$ cat src/hw/rtl/slc_pkg.sv
`timescale 1ns / 1ps
// shared types and constants for the source line classifier
// no dependencies; used by every other file of the block but slc_ifs
package slc_pkg;

  localparam int COUNT_BITS_DEFAULT = 24;
  localparam int OUT_BITS           = 24;

  localparam int QUEUE_DEPTH = 2;
  localparam int QUEUE_AW    = (QUEUE_DEPTH > 1) ? $clog2(QUEUE_DEPTH) : 1;
  localparam int QUEUE_CW    = $clog2(QUEUE_DEPTH + 1);

  // request codes
  localparam logic REQ_BYTE = 1'b0;
  localparam logic REQ_END  = 1'b1;

  // characters of interest
  localparam logic [7:0] CHAR_TAB    = 8'h09;
  localparam logic [7:0] CHAR_NL     = 8'h0A;
  localparam logic [7:0] CHAR_SPACE  = 8'h20;
  localparam logic [7:0] CHAR_DQUOTE = 8'h22;
  localparam logic [7:0] CHAR_SQUOTE = 8'h27;
  localparam logic [7:0] CHAR_STAR   = 8'h2A;
  localparam logic [7:0] CHAR_SLASH  = 8'h2F;
  localparam logic [7:0] CHAR_SEMI   = 8'h3B;
  localparam logic [7:0] CHAR_LBRACE = 8'h7B;
  localparam logic [7:0] CHAR_RBRACE = 8'h7D;

  // code character counter: 3 means three or more
  localparam logic [1:0] CODE_CNT_MAX = 2'd3;

  // decoded item as it travels through the queue
  typedef struct packed {
    logic       is_end;
    logic [7:0] byte_value;
    logic       is_space;
    logic       is_nl;
    logic       is_slash;
    logic       is_star;
    logic       is_dquote;
    logic       is_squote;
    logic       is_punct;
  } item_t;

endpackage

$ cat src/hw/rtl/slc_ifs.sv
`timescale 1ns / 1ps
// valid/ready channels of the source line classifier: text in, counts out
// depends on nothing
interface slc_text_if;
  logic       valid;
  logic       ready;
  logic       req_type;
  logic [7:0] byte_value;

  modport source (output valid, output req_type, output byte_value, input ready);
  modport sink   (input valid, input req_type, input byte_value, output ready);
endinterface

interface slc_count_if;
  logic        valid;
  logic        ready;
  logic [23:0] comment_lines;
  logic [23:0] code_lines;
  logic [23:0] blank_lines;
  logic        empty_text;

  modport source (output valid, output comment_lines, output code_lines,
                  output blank_lines, output empty_text, input ready);
  modport sink   (input valid, input comment_lines, input code_lines,
                  input blank_lines, input empty_text, output ready);
endinterface

$ cat src/hw/rtl/slc_front.sv
`timescale 1ns / 1ps
// front end: takes text items and classifies each byte for the back end
// depends on slc_pkg and slc_ifs
module slc_front (
  input  logic          rst,
  slc_text_if.sink      text,
  input  logic          queue_full,
  output logic          push,
  output slc_pkg::item_t item
);

  logic [7:0] b;

  assign b          = text.byte_value;
  assign text.ready = !rst && !queue_full;
  assign push       = text.valid && text.ready;

  always_comb begin
    item.is_end     = (text.req_type == slc_pkg::REQ_END);
    item.byte_value = b;
    item.is_space   = (b == slc_pkg::CHAR_SPACE) || (b == slc_pkg::CHAR_TAB);
    item.is_nl      = (b == slc_pkg::CHAR_NL);
    item.is_slash   = (b == slc_pkg::CHAR_SLASH);
    item.is_star    = (b == slc_pkg::CHAR_STAR);
    item.is_dquote  = (b == slc_pkg::CHAR_DQUOTE);
    item.is_squote  = (b == slc_pkg::CHAR_SQUOTE);
    item.is_punct   = (b == slc_pkg::CHAR_LBRACE) || (b == slc_pkg::CHAR_RBRACE) ||
                      (b == slc_pkg::CHAR_SEMI);
  end

endmodule

$ cat src/hw/rtl/slc_queue.sv
`timescale 1ns / 1ps
// short queue of classified items between front and back end
// depends on slc_pkg
module slc_queue (
  input  logic           clk,
  input  logic           rst,
  input  logic           push,
  input  slc_pkg::item_t push_item,
  output logic           full,
  input  logic           pop,
  output logic           head_valid,
  output slc_pkg::item_t head_item
);

  slc_pkg::item_t                      entries [slc_pkg::QUEUE_DEPTH];
  logic [slc_pkg::QUEUE_AW-1:0]        wr_ptr;
  logic [slc_pkg::QUEUE_AW-1:0]        rd_ptr;
  logic [slc_pkg::QUEUE_CW-1:0]        count;

  localparam logic [slc_pkg::QUEUE_AW-1:0] LAST_PTR =
    slc_pkg::QUEUE_AW'(slc_pkg::QUEUE_DEPTH - 1);
  localparam logic [slc_pkg::QUEUE_CW-1:0] FULL_COUNT =
    slc_pkg::QUEUE_CW'(slc_pkg::QUEUE_DEPTH);

  assign full       = (count == FULL_COUNT);
  assign head_valid = (count != '0);
  assign head_item  = entries[rd_ptr];

  always_ff @(posedge clk) begin
    if (push) begin
      entries[wr_ptr] <= push_item;
    end
  end

  always_ff @(posedge clk) begin
    if (rst) begin
      wr_ptr <= '0;
      rd_ptr <= '0;
      count  <= '0;
    end else begin
      if (push) begin
        wr_ptr <= (wr_ptr == LAST_PTR) ? '0 : wr_ptr + 1'b1;
      end
      if (pop) begin
        rd_ptr <= (rd_ptr == LAST_PTR) ? '0 : rd_ptr + 1'b1;
      end
      case ({push, pop})
        2'b10:   count <= count + 1'b1;
        2'b01:   count <= count - 1'b1;
        default: count <= count;
      endcase
    end
  end

endmodule

$ cat src/hw/rtl/slc_back.sv
`timescale 1ns / 1ps
// back end: line state machine, saturating line counters and result register
// depends on slc_pkg and slc_ifs
module slc_back #(
  parameter int COUNT_BITS = slc_pkg::COUNT_BITS_DEFAULT
) (
  input  logic           clk,
  input  logic           rst,
  input  logic           head_valid,
  input  slc_pkg::item_t head_item,
  output logic           pop,
  slc_count_if.source    counts
);

  localparam logic [COUNT_BITS-1:0] COUNT_MAX = '1;

  logic [7:0]            prev_byte, prev_byte_next;
  logic                  in_lc, in_lc_next;
  logic                  in_bc, in_bc_next;
  logic                  com_on_line, com_on_line_next;
  logic                  in_dq, in_dq_next;
  logic                  in_sq, in_sq_next;
  logic [1:0]            code_cnt, code_cnt_next;
  logic                  first_punct, first_punct_next;
  logic                  saw_any, saw_any_next;
  logic [COUNT_BITS-1:0] comment_total, comment_total_next;
  logic [COUNT_BITS-1:0] code_total, code_total_next;
  logic [COUNT_BITS-1:0] blank_total, blank_total_next;

  logic                  out_valid;
  logic                  out_free;
  logic                  out_load;
  logic                  end_line;
  logic                  lone_punct;
  logic                  empty_res;
  logic [31:0]           comment_wide, code_wide, blank_wide;
  logic [23:0]           comment_lines, code_lines, blank_lines;
  logic                  empty_text;
  slc_pkg::item_t        it;

  function automatic logic [COUNT_BITS-1:0] sat_inc(input logic [COUNT_BITS-1:0] v);
    sat_inc = (v == COUNT_MAX) ? v : v + COUNT_BITS'(1);
  endfunction

  assign it       = head_item;
  assign out_free = !out_valid || counts.ready;
  assign pop      = head_valid && (!it.is_end || out_free);

  always_comb begin
    prev_byte_next     = prev_byte;
    in_lc_next         = in_lc;
    in_bc_next         = in_bc;
    com_on_line_next   = com_on_line;
    in_dq_next         = in_dq;
    in_sq_next         = in_sq;
    code_cnt_next      = code_cnt;
    first_punct_next   = first_punct;
    saw_any_next       = saw_any;
    comment_total_next = comment_total;
    code_total_next    = code_total;
    blank_total_next   = blank_total;
    out_load           = 1'b0;
    end_line           = 1'b0;
    empty_res          = 1'b0;
    lone_punct         = (code_cnt == 2'd1) && first_punct;

    if (pop && !it.is_end) begin
      saw_any_next = 1'b1;
      if (in_dq || in_sq) begin
        if (code_cnt == 2'd0) begin
          first_punct_next = it.is_punct;
        end
        if (code_cnt != slc_pkg::CODE_CNT_MAX) begin
          code_cnt_next = code_cnt + 2'd1;
        end
        if ((in_dq && it.is_dquote) || (in_sq && it.is_squote)) begin
          in_dq_next = 1'b0;
          in_sq_next = 1'b0;
        end
        prev_byte_next = it.byte_value;
      end else if (it.is_space) begin
        prev_byte_next = it.byte_value;
      end else if (it.is_nl) begin
        end_line       = 1'b1;
        prev_byte_next = it.byte_value;
      end else if (in_lc) begin
        com_on_line_next = 1'b1;
        prev_byte_next   = it.byte_value;
      end else if (in_bc) begin
        com_on_line_next = 1'b1;
        if (prev_byte == slc_pkg::CHAR_STAR && it.is_slash) begin
          in_bc_next     = 1'b0;
          prev_byte_next = 8'd0;
        end else begin
          prev_byte_next = it.byte_value;
        end
      end else if (prev_byte == slc_pkg::CHAR_SLASH && (it.is_slash || it.is_star)) begin
        // comment opener: take the first slash back out of the code part
        if (code_cnt != 2'd0) begin
          code_cnt_next = code_cnt - 2'd1;
        end
        in_bc_next       = it.is_star;
        in_lc_next       = it.is_slash;
        com_on_line_next = 1'b1;
        prev_byte_next   = 8'd0;
      end else begin
        if (code_cnt == 2'd0) begin
          first_punct_next = it.is_punct;
        end
        if (code_cnt != slc_pkg::CODE_CNT_MAX) begin
          code_cnt_next = code_cnt + 2'd1;
        end
        in_dq_next     = it.is_dquote;
        in_sq_next     = it.is_squote;
        prev_byte_next = it.byte_value;
      end
    end else if (pop) begin
      out_load  = 1'b1;
      end_line  = saw_any;
      empty_res = !saw_any;
    end

    if (end_line) begin
      if (com_on_line || in_lc || in_bc) begin
        comment_total_next = sat_inc(comment_total);
      end
      if (!com_on_line && (code_cnt == 2'd0 || lone_punct)) begin
        blank_total_next = sat_inc(blank_total);
      end
      if (code_cnt > 2'd1 || (code_cnt == 2'd1 && !first_punct)) begin
        code_total_next = sat_inc(code_total);
      end
      code_cnt_next    = 2'd0;
      first_punct_next = 1'b0;
      com_on_line_next = 1'b0;
      in_lc_next       = 1'b0;
    end

    comment_wide = 32'(comment_total_next);
    code_wide    = 32'(code_total_next);
    blank_wide   = 32'(blank_total_next);
  end

  always_ff @(posedge clk) begin
    if (rst || out_load) begin
      // end item returns the whole line state to its reset value
      prev_byte     <= 8'd0;
      in_lc         <= 1'b0;
      in_bc         <= 1'b0;
      com_on_line   <= 1'b0;
      in_dq         <= 1'b0;
      in_sq         <= 1'b0;
      code_cnt      <= 2'd0;
      first_punct   <= 1'b0;
      saw_any       <= 1'b0;
      comment_total <= '0;
      code_total    <= '0;
      blank_total   <= '0;
    end else begin
      prev_byte     <= prev_byte_next;
      in_lc         <= in_lc_next;
      in_bc         <= in_bc_next;
      com_on_line   <= com_on_line_next;
      in_dq         <= in_dq_next;
      in_sq         <= in_sq_next;
      code_cnt      <= code_cnt_next;
      first_punct   <= first_punct_next;
      saw_any       <= saw_any_next;
      comment_total <= comment_total_next;
      code_total    <= code_total_next;
      blank_total   <= blank_total_next;
    end
  end

  always_ff @(posedge clk) begin
    if (rst) begin
      out_valid <= 1'b0;
    end else if (out_load) begin
      out_valid <= 1'b1;
    end else if (counts.ready) begin
      out_valid <= 1'b0;
    end
  end

  always_ff @(posedge clk) begin
    if (out_load) begin
      comment_lines <= empty_res ? '0 : comment_wide[slc_pkg::OUT_BITS-1:0];
      code_lines    <= empty_res ? '0 : code_wide[slc_pkg::OUT_BITS-1:0];
      blank_lines   <= empty_res ? '0 : blank_wide[slc_pkg::OUT_BITS-1:0];
      empty_text    <= empty_res;
    end
  end

  assign counts.valid         = out_valid;
  assign counts.comment_lines = comment_lines;
  assign counts.code_lines    = code_lines;
  assign counts.blank_lines   = blank_lines;
  assign counts.empty_text    = empty_text;

endmodule

$ cat src/hw/rtl/source_line_classifier.sv
`timescale 1ns / 1ps
// Source line classifier: takes C text one byte per item, req_type 1 ends a text and
// returns one result with the comment, code and blank line counts and an empty flag.
// A byte item is taken every cycle while the queue is not full. The front end classifies
// each byte and writes it into a two-entry queue; the back end updates the line state one
// item per cycle and holds the result in an output register, so an end item stalls the
// back end only while an earlier result is still waiting to be taken. An accepted end
// item passes through the queue and its result is loaded into the output register.
// Counters are COUNT_BITS wide and saturate; results show their low 24 bits.
// Depends on slc_pkg, slc_ifs, slc_front, slc_queue and slc_back.
module source_line_classifier #(
  parameter int COUNT_BITS = slc_pkg::COUNT_BITS_DEFAULT
) (
  input  logic        clk,
  input  logic        rst,
  slc_text_if.sink    text,
  slc_count_if.source counts
);

  logic           push;
  logic           pop;
  logic           queue_full;
  logic           head_valid;
  slc_pkg::item_t push_item;
  slc_pkg::item_t head_item;

  slc_front u_front (
    .rst        (rst),
    .text       (text),
    .queue_full (queue_full),
    .push       (push),
    .item       (push_item)
  );

  slc_queue u_queue (
    .clk        (clk),
    .rst        (rst),
    .push       (push),
    .push_item  (push_item),
    .full       (queue_full),
    .pop        (pop),
    .head_valid (head_valid),
    .head_item  (head_item)
  );

  slc_back #(
    .COUNT_BITS (COUNT_BITS)
  ) u_back (
    .clk        (clk),
    .rst        (rst),
    .head_valid (head_valid),
    .head_item  (head_item),
    .pop        (pop),
    .counts     (counts)
  );

endmodule

$ cat src/flat_wrapper.sv
// flat-port wrapper written by rule: the top's interface ports become plain ports
module source_line_classifier_flat 
#(
  parameter int COUNT_BITS = slc_pkg::COUNT_BITS_DEFAULT
)
  (clk, rst, text_valid, text_req_type, text_byte_value, text_ready, counts_valid, counts_comment_lines, counts_code_lines, counts_blank_lines, counts_empty_text, counts_ready);
  slc_text_if text_i ();
  slc_count_if counts_i ();
  input  logic clk;
  input  logic rst;
  input wire logic [$bits(text_i.valid)-1:0] text_valid;
  input wire logic [$bits(text_i.req_type)-1:0] text_req_type;
  input wire logic [$bits(text_i.byte_value)-1:0] text_byte_value;
  output wire logic [$bits(text_i.ready)-1:0] text_ready;
  output wire logic [$bits(counts_i.valid)-1:0] counts_valid;
  output wire logic [$bits(counts_i.comment_lines)-1:0] counts_comment_lines;
  output wire logic [$bits(counts_i.code_lines)-1:0] counts_code_lines;
  output wire logic [$bits(counts_i.blank_lines)-1:0] counts_blank_lines;
  output wire logic [$bits(counts_i.empty_text)-1:0] counts_empty_text;
  input wire logic [$bits(counts_i.ready)-1:0] counts_ready;
  assign text_i.valid = text_valid;
  assign text_i.req_type = text_req_type;
  assign text_i.byte_value = text_byte_value;
  assign text_ready = text_i.ready;
  assign counts_valid = counts_i.valid;
  assign counts_comment_lines = counts_i.comment_lines;
  assign counts_code_lines = counts_i.code_lines;
  assign counts_blank_lines = counts_i.blank_lines;
  assign counts_empty_text = counts_i.empty_text;
  assign counts_i.ready = counts_ready;
  source_line_classifier #(.COUNT_BITS(COUNT_BITS)) u_core (.clk(clk), .rst(rst), .text(text_i), .counts(counts_i));
endmodule
$ cat config.mk
export PLATFORM = sky130hd
export DESIGN_NAME = source_line_classifier_flat
export DESIGN_NICKNAME = d
export VERILOG_FILES = /design/src/hw/rtl/slc_pkg.sv /design/src/hw/rtl/slc_ifs.sv /design/src/hw/rtl/slc_front.sv /design/src/hw/rtl/slc_queue.sv /design/src/hw/rtl/slc_back.sv /design/src/hw/rtl/source_line_classifier.sv /design/src/flat_wrapper.sv
export SDC_FILE = /design/constraint.sdc
export NUM_CORES = 1
export LEC_CHECK = 0
export ABC_AREA = 1
export BUFFER_PORTS_ARGS = -buffer_cell sky130_fd_sc_hd__buf_2
export CORE_MARGIN = 1.5
export CORE_UTILIZATION = 45
export CTS_CLUSTER_DIAMETER = 40
export DETAILED_ROUTE_END_ITERATION = 10
export GPL_ROUTABILITY_DRIVEN = 0
export PLACE_DENSITY = 0.65
export SKIP_LAST_GASP = 1
export SYNTH_ARGS = -nofsm -noshare
export SYNTH_HDL_FRONTEND = slang
export SYNTH_HIERARCHICAL = 1
export SYNTH_SLANG_ARGS = --single-unit
$ cat constraint.sdc
create_clock -name clk -period 4.2 [get_ports clk]
set_clock_uncertainty 0.1 [all_clocks]
set_input_delay 0.42 -clock clk [delete_from_list [all_inputs] [get_ports clk]]
set_output_delay 0.42 -clock clk [all_outputs]
set_load 0.05 [all_outputs]
### Yosys cells after proc, flatten, opt, wreduce, memory -nomap -nowiden

Memory sizes are Yosys's and may differ from the RTL's. A register that Yosys moved wholly into a read port is not among the register bits.
Cells that the tools add are included.

* register bits: 167
* memory bits (writable): 32
* memories: 1

* add/sub/neg operators: 9
* magnitude comparators: 1
* equal/unequal tests: 27
* mux-type cells: 71
* bitwise logic cells: 4
* reduce and logical (&&, ||, !) cells: 44

Memories
* u_core.u_queue.entries: words 2, width 16, read ports 1, clocked after Yosys merged registers in 1, wr ports 1, line slc_queue.sv:15 `slc_pkg::item_t entries [slc_pkg::QUEUE_DEPTH];`

Operators with widths (number)
* $mux 24: 9
* $add 24x1->24 const B: 3
* $eq 24x24->1 const B: 3
* $eq 8x6->1 const B: 8
* $mux 8: 7
* $mux 1: 46
* $eq 8x4->1 const B: 2
* $eq 8x7->1 const B: 2
* $mux 2: 8
* $logic_or 1x1->1: 13
* $reduce_and 6->1: 2
* $logic_and 1x1->1: 11
* $reduce_and 5->1: 2
* $ne 2x2->1 const B: 4
* $reduce_bool 2->1: 4
* $logic_not 1->1: 7
* $reduce_and 7->1: 1
* $ne 2x1->1 const B: 3
* $add 2x1->2 const B: 2
* $eq 2x1->1 const B: 2
* $eq 2x2->1 const B: 2
* $not 1->1: 4
* $pmux 2 s2: 1
* $reduce_and 4->1: 1
* 7 further kinds: 9

### Longest topological paths before layout

Gate-level depths: netlist of run 1.

* depth after elaboration: 8
* mapped depth: 15
* gate-level depth less buffers: 14

### Cells and area by module

Netlist of run 1, hierarchy kept.

By module, submodules not included
* slc_back: instances 1, cells each 945, area an instance 7562.3 µm², seq. area each 3993.8 µm²
* slc_queue: instances 1, cells each 83, area an instance 1435.1 µm², seq. area each 1061.0 µm²
* slc_front: instances 1, cells each 52, area an instance 242.7 µm², seq. area each 0.0 µm²

### Least setup slack after synthesis of run 1

OpenSTA, ideal clock, no wires.

* path kind: register to register
* from: register with a tool-made name
* to: register u_core.u_back.blank_lines[0], in the netlist u_core/u_back/counts.blank_lines[0] (enable)
* library setup time: 427 ps
* data arrival time: 2569 ps
* data required time: 3673 ps
* setup slack: 1104 ps
* stages on the path, launching flop included: 8
* buffers on the path: 1
* clock period less this slack: 3096 ps
* cells stage by stage: dfxtp_1 > buf_6 > mux2_2 > inv_1 > nand2_2 > nand2_1 > nand2_1 > inv_1

RTL lines
* end signal: assignment: line slc_back.sv:189 `blank_lines <= empty_res ? '0 : blank_wide[slc_pkg::OUT_BITS-1:0];`
* end: declaration: line slc_back.sv:37 `logic [23:0] comment_lines, code_lines, blank_lines;`

==> results of run 1 <==
==> worst paths after layout <==
kind | from | endpoint | slack [ns] | cells after the start
setup / recovery | flop | u_core/u_back/counts.comment_lines[15] | 1.16 | 12
setup reg to reg | flop | u_core/u_back/counts.comment_lines[15] | 1.16 | 12
hold reg to reg | u_core/u_back/in_lc | u_core/u_back/in_lc | 0.39 | 2
hold / removal | text_req_type | u_core/u_queue/entries[1][15] | 0.09 | 1
==> cells in the mapped netlist (5+ instances only) <==
cell / count
xor2_1: 11
buf_4: 9
nor2_1: 191
ha_1: 7
mux2_2: 6
edfxtp_1: 105
nand4_1: 28
xnor2_1: 8
clkbuf_1: 16
nand3_1: 57
nand3b_1: 12
nor2_2: 8
dfxtp_1: 95
o21ai_0: 26
inv_1: 120
nor3_1: 16
nand2_2: 6
nand2_1: 228
mux2_4: 10
a21oi_1: 81
o21ai_1: 5
==> sequential cells by signal (all words and copies together) (netlist names), 2 cells and up, named ones only <==
register / cells
u_core/u_back/counts.code_lines: 24
u_core/u_back/counts.blank_lines: 24
u_core/u_back/code_total: 24
u_core/u_back/comment_total: 24
u_core/u_queue/entries: 32
u_core/u_back/prev_byte: 8
u_core/u_back/blank_total: 24
u_core/u_back/counts.comment_lines: 24
u_core/u_queue/count: 2
u_core/u_back/code_cnt: 2
==> power breakdown <==
part / total, mW / internal [mW] / switching [mW] / leakage, nW
Combinational: 1.92 / 0.401 / 1.52 / 1.98
Clock: 1.52 / 0.815 / 0.708 / 0.255
Sequential: 2.55 / 2.44 / 0.115 / 1.78
==> area by class of cell <==
class | count | area [um2]
clock buffers | 20 | 437
clock inverters | 11 | 98.8
fillers | 1887 | 9750
inverters | 124 | 465
multi-input cells | 724 | 3530
flip-flops and latches | 200 | 5050
well taps | 270 | 338
repair buffers | 92 | 498
==> through the flow <==
stage | power [mW] | hold WS [ns] | instance area [um2]
5_1_grt | 6.29 | 0.0847 | 10400
4_1_cts | 6.08 | 0.0745 | 10400
3_3_place_gp | 4.53 | 0.369 | 9880
6_report | 6.00 | 0.0883 | 10400
2_1_floorplan | 4.10 | 0.343 | 9240
3_5_place_dp | 4.54 | 0.365 | 9880
==> layer usage <==
metal	track usage, %	vias up	wire length (um)	share of wire (%)
met5	0	-	0	0
met3	3.47	22	846	4.6
met4	6.82	0	347	1.9
met2	29.4	161	8720	47
li1	-	3694	-	-
met1	23.4	3237	8640	47
==> cells in the final DEF (no fill, tap or decap), drive strengths merged, types with 3 or more instances in the layout <==
master / Yosys / layout
a21oi: 82 / 82
buf: 16 / 92
clkbuf: 16 / 20
clkinv: 0 / 4
clkinvlp: 0 / 3
dfxtp: 95 / 95
edfxtp: 105 / 105
ha: 7 / 7
inv: 124 / 127
mux2: 16 / 16
nand2: 234 / 234
nand3: 57 / 57
nand3b: 12 / 12
nand4: 28 / 28
nor2: 203 / 203
nor3: 19 / 19
o21ai: 31 / 31
or2: 6 / 6
xnor2: 8 / 8
xor2: 11 / 11
==> kinds of logic (layout without fill, tap and decap cells) <==
group,Yosys count,in the layout,synth area share (%)
xor+xnor,19,19,1.80
fa+ha+maj,7,7,0.948
mux,16,16,2.36
simple gates,563,563,26.3
compound gates,119,119,6.66
flops,200,200,54.7
buf+inv,156,247,7.22
==> parameters.txt, run 1 <==
Parameter                              Value

Synth
  Main flop type after synthesis ... edfxtp_1
  Async S/R FF share, synth ... 0%
  Mean post-synth cell area ... 8.56 um2
  Number of synthesized flops with an enable pin ... 105
  Yosys top cell by area ... edfxtp_1
  Post-synthesis sequential area ratio ... 54.7%
  Yosys warning total ... 6
  Share of Yosys cell area claimed by the top area cell type ... 34.1%
  Synthesized instance count ... 1080
  Main area contributors after synthesis ... edfxtp_1 34%, dfxtp_1 21%, nand2_1 9.3%
  Total of flip-flops plus latches after synthesis ... 200
  Cell area after synthesis ... 9240 um2
  Net count after synthesis ... 1100
  Count of distinct cell types in the synthesized netlist ... 38

Clocking
  Buffers inserted during post-CTS setup optimization ... 0
  Total of hold buffers inserted after clock tree synthesis ... 0
  CTS Root Cell ... clkbuf_16
  Number of clock sinks seen by CTS ... 200
  H-tree Lvls ... 4
  Number of instances resized during post-cts repair ... 0
  Max Root-Sink Buffers ... 2
  Worst skew pair latency ... 0.43 ns
  CTS tree ... done
  Number of buffers added by the clock tree synthesis step ... 17
  Clock-pin slew on the worst setup and hold paths ... 0.07 ns

Critical path
  Worst path required time ... 4.27 ns
  Most common cell on crit path ... nand2_1
  Dominant delay contributor by cell family on the critical path ... simple AND/OR/NAND/NOR gates
  Startpoint type of the worst setup path ... flop
  Critical path cell sequence ... buf_4 -> mux2_4 -> nor2_1 -> nand2_1 -> nand2_1 -> nand2_1 -> inv_2 -> nand2_2 -> inv_2 -> nand4_1 -> nand2_1 -> nor2_1
  Slowest cell on crit path ... dfxtp_1
  Worst-path fanout max ... 15
  Endpoint arrival time on the critical path ... 3.11 ns
  Buf+Inv Stages, Crit Path ... 3
  Critical path class ... reg2reg
  Type of destination of the critical path ... flop
  CP max stage delay ... 0.64 ns

STA
  Maximum achievable frequency ... 0.329 GHz
  Transition time at the pin with the least slew margin ... 0.851 ns
  Final critical-path share of the clock period ... 72.3%
  Final Slew Violations ... 0
  Final setup margin ... 1.16 ns
  Total negative setup slack ... 0 ns
  Unrepaired setup endpoints after global routing ... false
  Final hold violation count ... 0
  Final setup violation count ... 0
  Remaining max-slew budget at the tightest pin ... 43.3%
  Minimum clock period after layout ... 3.04 ns

Global routing
  Total global routing overflow ... 0
  Antenna violations before repair ... 0
  Global-route wire length before repair ... 31.0 mm
  Pin count of the biggest net entering global routing ... 75
  Overall track demand over capacity in global routing ... 17.9%
  Via count of the first global-routing pass ... 6629

Detailed routing
  Detailed router's first-iteration violation count ... 431
  Total iterations of the first detailed-routing run ... 6
  Avg WL per Cell ... 12.9 um
  DRC errors left ... 0
  Total length of routed wires ... 18.5 mm
  Via density per instance ... 4.94
  Remaining antenna violation count ... 0
  Total number of vias ... 7114

Layout
  Area Overhead vs Synth ... 12.8%
  Share of layout cells above drive strength 1 ... 14.3%
  Non-filler instance count after layout ... 1441
  Fin nets ... 1179
  Utilization after layout ... 51.7%
  Count of inserted antenna diode cells ... 0

Place
  Final HPWL DP ... 12.8 mm
  Count of buffers inserted at the top-level ports ... 87
  Worst setup slack after placement ... 1.16 ns
  Number of cells after detailed placement ... 1410

Floorplan
  Area of the core region ... 20200 um2
  Horiz. Die Dim ... 146 um
  Placement Rows ... 52
  Area enclosed by the die boundary ... 21400 um2
  Initial core utilization ... 45.8%
  Chip Height ... 146 um
  Count of pins on the block boundary ... 88

Run
  Total of max-cap violations ... 0

Status
  Status ... completed

Power
  Worst supply voltage drop on vdd ... 432 uV
  Leakage dissipation ... 4.01 nW
  PD cells ... 575 nW/um2

Worst hold path
  Worst Hold Class ... in2reg
(Power assumes the default switching activity.)
==> run 2: changes to the inputs <==
==> constraint.sdc (replaced) <==
create_clock -name clk -period 2.9 [get_ports clk]
set_clock_uncertainty 0.1 [all_clocks]
set_input_delay 0.29 -clock clk [delete_from_list [all_inputs] [get_ports clk]]
set_output_delay 0.29 -clock clk [all_outputs]
set_load 0.05 [all_outputs]
==> run 2 against run 1 <==
Compared with the run above:
- register-to-register slack got worse by 0.92 ns
- via count about the same
- combinational power increased by 51%
- worst hold slack got worse by 0.072 ns
- worst setup slack got worse by 0.92 ns
- flip-flop and latch count unchanged
- sequential share of layout area decreased by 0.73 points
- non-clock buffer count increased by 12
- utilization increased by 0.79 points
- routed wire length increased by 1.3%
- design area increased by 1.5%
==> parameters.txt, run 2 (synthesis results as in run 1) <==
Parameter                              Value

Detailed routing
  Total length of routed wires ... 18.8 mm (was 18.5 mm)
  DRC errors left ... 0 (unchanged)
  Total iterations of the first detailed-routing run ... 5 (was 6)
  Avg WL per Cell ... 12.9 um (about the same)
  Remaining antenna violation count ... 0 (unchanged)
  Detailed router's first-iteration violation count ... 450 (was 431)
  Total number of vias ... 7115 (was 7114)
  Via density per instance ... 4.89 (was 4.94)

Layout
  Fin nets ... 1191 (was 1179)
  Commonest non-fill, non-tap cell in the layout ... nand2_1 (unchanged)
  Most flop-heavy register ... u_core/u_queue/entries (unchanged)
  Number of fillers in the final layout ... 1895 (was 1887)
  Share of layout cells above drive strength 1 ... 15.1% (was 14.3%)
  Count of inserted antenna diode cells ... 0 (unchanged)
  Area Overhead vs Synth ... 14.5% (was 12.8%)
  Commonest cells after routing, fill and taps aside ... 226 x nand2_1, 190 x nor2_1, 119 x inv_1 (was 227 x nand2_1, 190 x nor2_1, 119 x inv_1)
  Largest register FFs ... 32 (unchanged)

Power
  Leakage dissipation ... 4.08 nW (was 4.01 nW)
  Worst supply voltage drop on vdd ... 406 uV (was 432 uV)
  PD cells ... 836 nW/um2 (was 575 nW/um2)

Global routing
  Global-route wire length before repair ... 32.0 mm (was 31.0 mm)
  Pin count of the biggest net entering global routing ... 74 (was 75)
  Via count of the first global-routing pass ... 6712 (was 6629)
  Total global routing overflow ... 0 (unchanged)
  Antenna violations before repair ... 0 (unchanged)
  Overall track demand over capacity in global routing ... 18.3% (was 17.9%)

Clocking
  Number of clock sinks seen by CTS ... 200 (unchanged)
  CTS tree ... done (unchanged)
  Worst skew pair latency ... 0.43 ns (about the same)
  Clock-pin slew on the worst setup and hold paths ... 0.07 ns (about the same)
  H-tree Lvls ... 4 (unchanged)
  Max Root-Sink Buffers ... 2 (unchanged)
  CTS Root Cell ... clkbuf_16 (unchanged)
  Number of buffers added by the clock tree synthesis step ... 17 (unchanged)
  Buffers inserted during post-CTS setup optimization ... 0 (unchanged)

STA
  Transition time at the pin with the least slew margin ... 0.696 ns (was 0.851 ns)
  Smallest hold slack ... 0.0160 ns (was 0.0883 ns)
  Maximum achievable frequency ... 0.376 GHz (was 0.329 GHz)
  Total negative setup slack ... 0 ns (unchanged)
  Final hold violation count ... 0 (unchanged)
  Final critical-path share of the clock period ... 91.6% (was 72.3%)
  Remaining max-slew budget at the tightest pin ... 53.5% (was 43.3%)
  Minimum clock period after layout ... 2.66 ns (was 3.04 ns)
  Final setup margin ... 0.244 ns (was 1.16 ns)
  Final setup violation count ... 0 (unchanged)
  Final Slew Violations ... 0 (unchanged)
  Unrepaired setup endpoints after global routing ... false (unchanged)

Place
  Final HPWL DP ... 13.2 mm (was 12.8 mm)
  Worst setup slack after placement ... 0.232 ns (was 1.16 ns)
  Count of buffers inserted at the top-level ports ... 87 (unchanged)

Floorplan
  Count of pins on the block boundary ... 88 (unchanged)
  Area enclosed by the die boundary ... 21400 um2 (unchanged)
  Horiz. Die Dim ... 146 um (unchanged)
  Chip Height ... 146 um (unchanged)
  Placement Rows ... 52 (unchanged)
  Initial core utilization ... 45.8% (unchanged)
  Area of the core region ... 20200 um2 (unchanged)

Critical path
  Worst-path fanout max ... 17 (was 15)
  Startpoint type of the worst setup path ... flop (unchanged)
  Type of destination of the critical path ... flop (unchanged)
  Endpoint arrival time on the critical path ... 2.73 ns (was 3.11 ns)
  Critical path class ... reg2reg (unchanged)
  Worst path required time ... 2.98 ns (was 4.27 ns)

Run
  Total of max-cap violations ... 0 (unchanged)

Worst hold path
  Worst Hold Class ... in2reg (unchanged)

Status
  Status ... completed (unchanged)
[run 2: changes by cell type in the layout (fill, tap and decap cells not counted), sizes merged]
cell	before	now
clkinvlp	3	5
buf	92	98
clkbuf	20	18
clkinv	4	5
dlygate4sd3	0	6
[run 2: critical path, stage by stage, from the launching register on]
cell	delay, ns
dfxtp_1	0.45
mux2_2	0.41
inv_1	0.08
nand2_2	0.07
nor2_1	0.12
nand2_1	0.06
nand2_1	0.16
buf_4	0.20
nand2_2	0.09
nor2_4	0.35
nand3_1	0.13
nand2_1	0.14
nor2_1	0.05
[run 2: path summary, 6_finish.rpt]
path / to / slack (ns) / cells past startpoint / startpoint
max: u_core/u_back/counts.code_lines[3] / 0.24 / 12 / flop
min: u_core/u_queue/rd_ptr / 0.02 / 2 / rst
max reg2reg: u_core/u_back/counts.code_lines[3] / 0.24 / 12 / flop
min reg2reg: u_core/u_back/in_lc / 0.38 / 2 / u_core/u_back/in_lc
[run 2: cell type report]
type / instances / area (um2) / area share (%)
clock inverters: 14 / 120 / 1.14
inverters: 124 / 469 / 4.43
flip-flops and latches: 200 / 5050 / 47.8
clock buffers: 18 / 439 / 4.15
repair buffers: 104 / 628 / 5.94
multi-input cells: 724 / 3530 / 33.4
well taps: 270 / 338 / 3.19
[run 2: stage by stage]
stage / total power [mW] / instances / utilization, % / instance area [um2]
floorplan: 5.93 / 1080 / - / 9240
global placement: 6.67 / 1416 / 49.4 / 9960
detailed placement: 6.68 / 1416 / 49.4 / 9960
CTS: 8.96 / 1454 / 52.4 / 10600
global route: 9.29 / 1454 / 52.5 / 10600
finish: 8.85 / 1454 / 52.5 / 10600
[run 2: timing repair]
| item | 4_1_cts | 5_1_grt |
|---|---|---|
| setup endpoints to repair | 0 | 2 |
| hold buffers | 6 | 0 |
| hold endpoints to repair | 12 | 0 |
| resized for setup | 0 | 2 |
[run 2: where the power goes]
part           switching [mW]  leakage [nW]  internal, mW
sequential              0.161          1.78          3.53
clock                    1.05         0.269          1.21
combinational            2.24          2.03         0.661
total                    3.45          4.08          5.40
[run 2: metal layers]
metal / vias to the layer above / routed length, um / track usage, %
li1: 3708 / - / -
met1: 3275 / 9100 / 24.6
met2: 116 / 8870 / 30.7
met3: 16 / 643 / 3.41
met4: 0 / 180 / 4.44
met5: - / 0 / 0
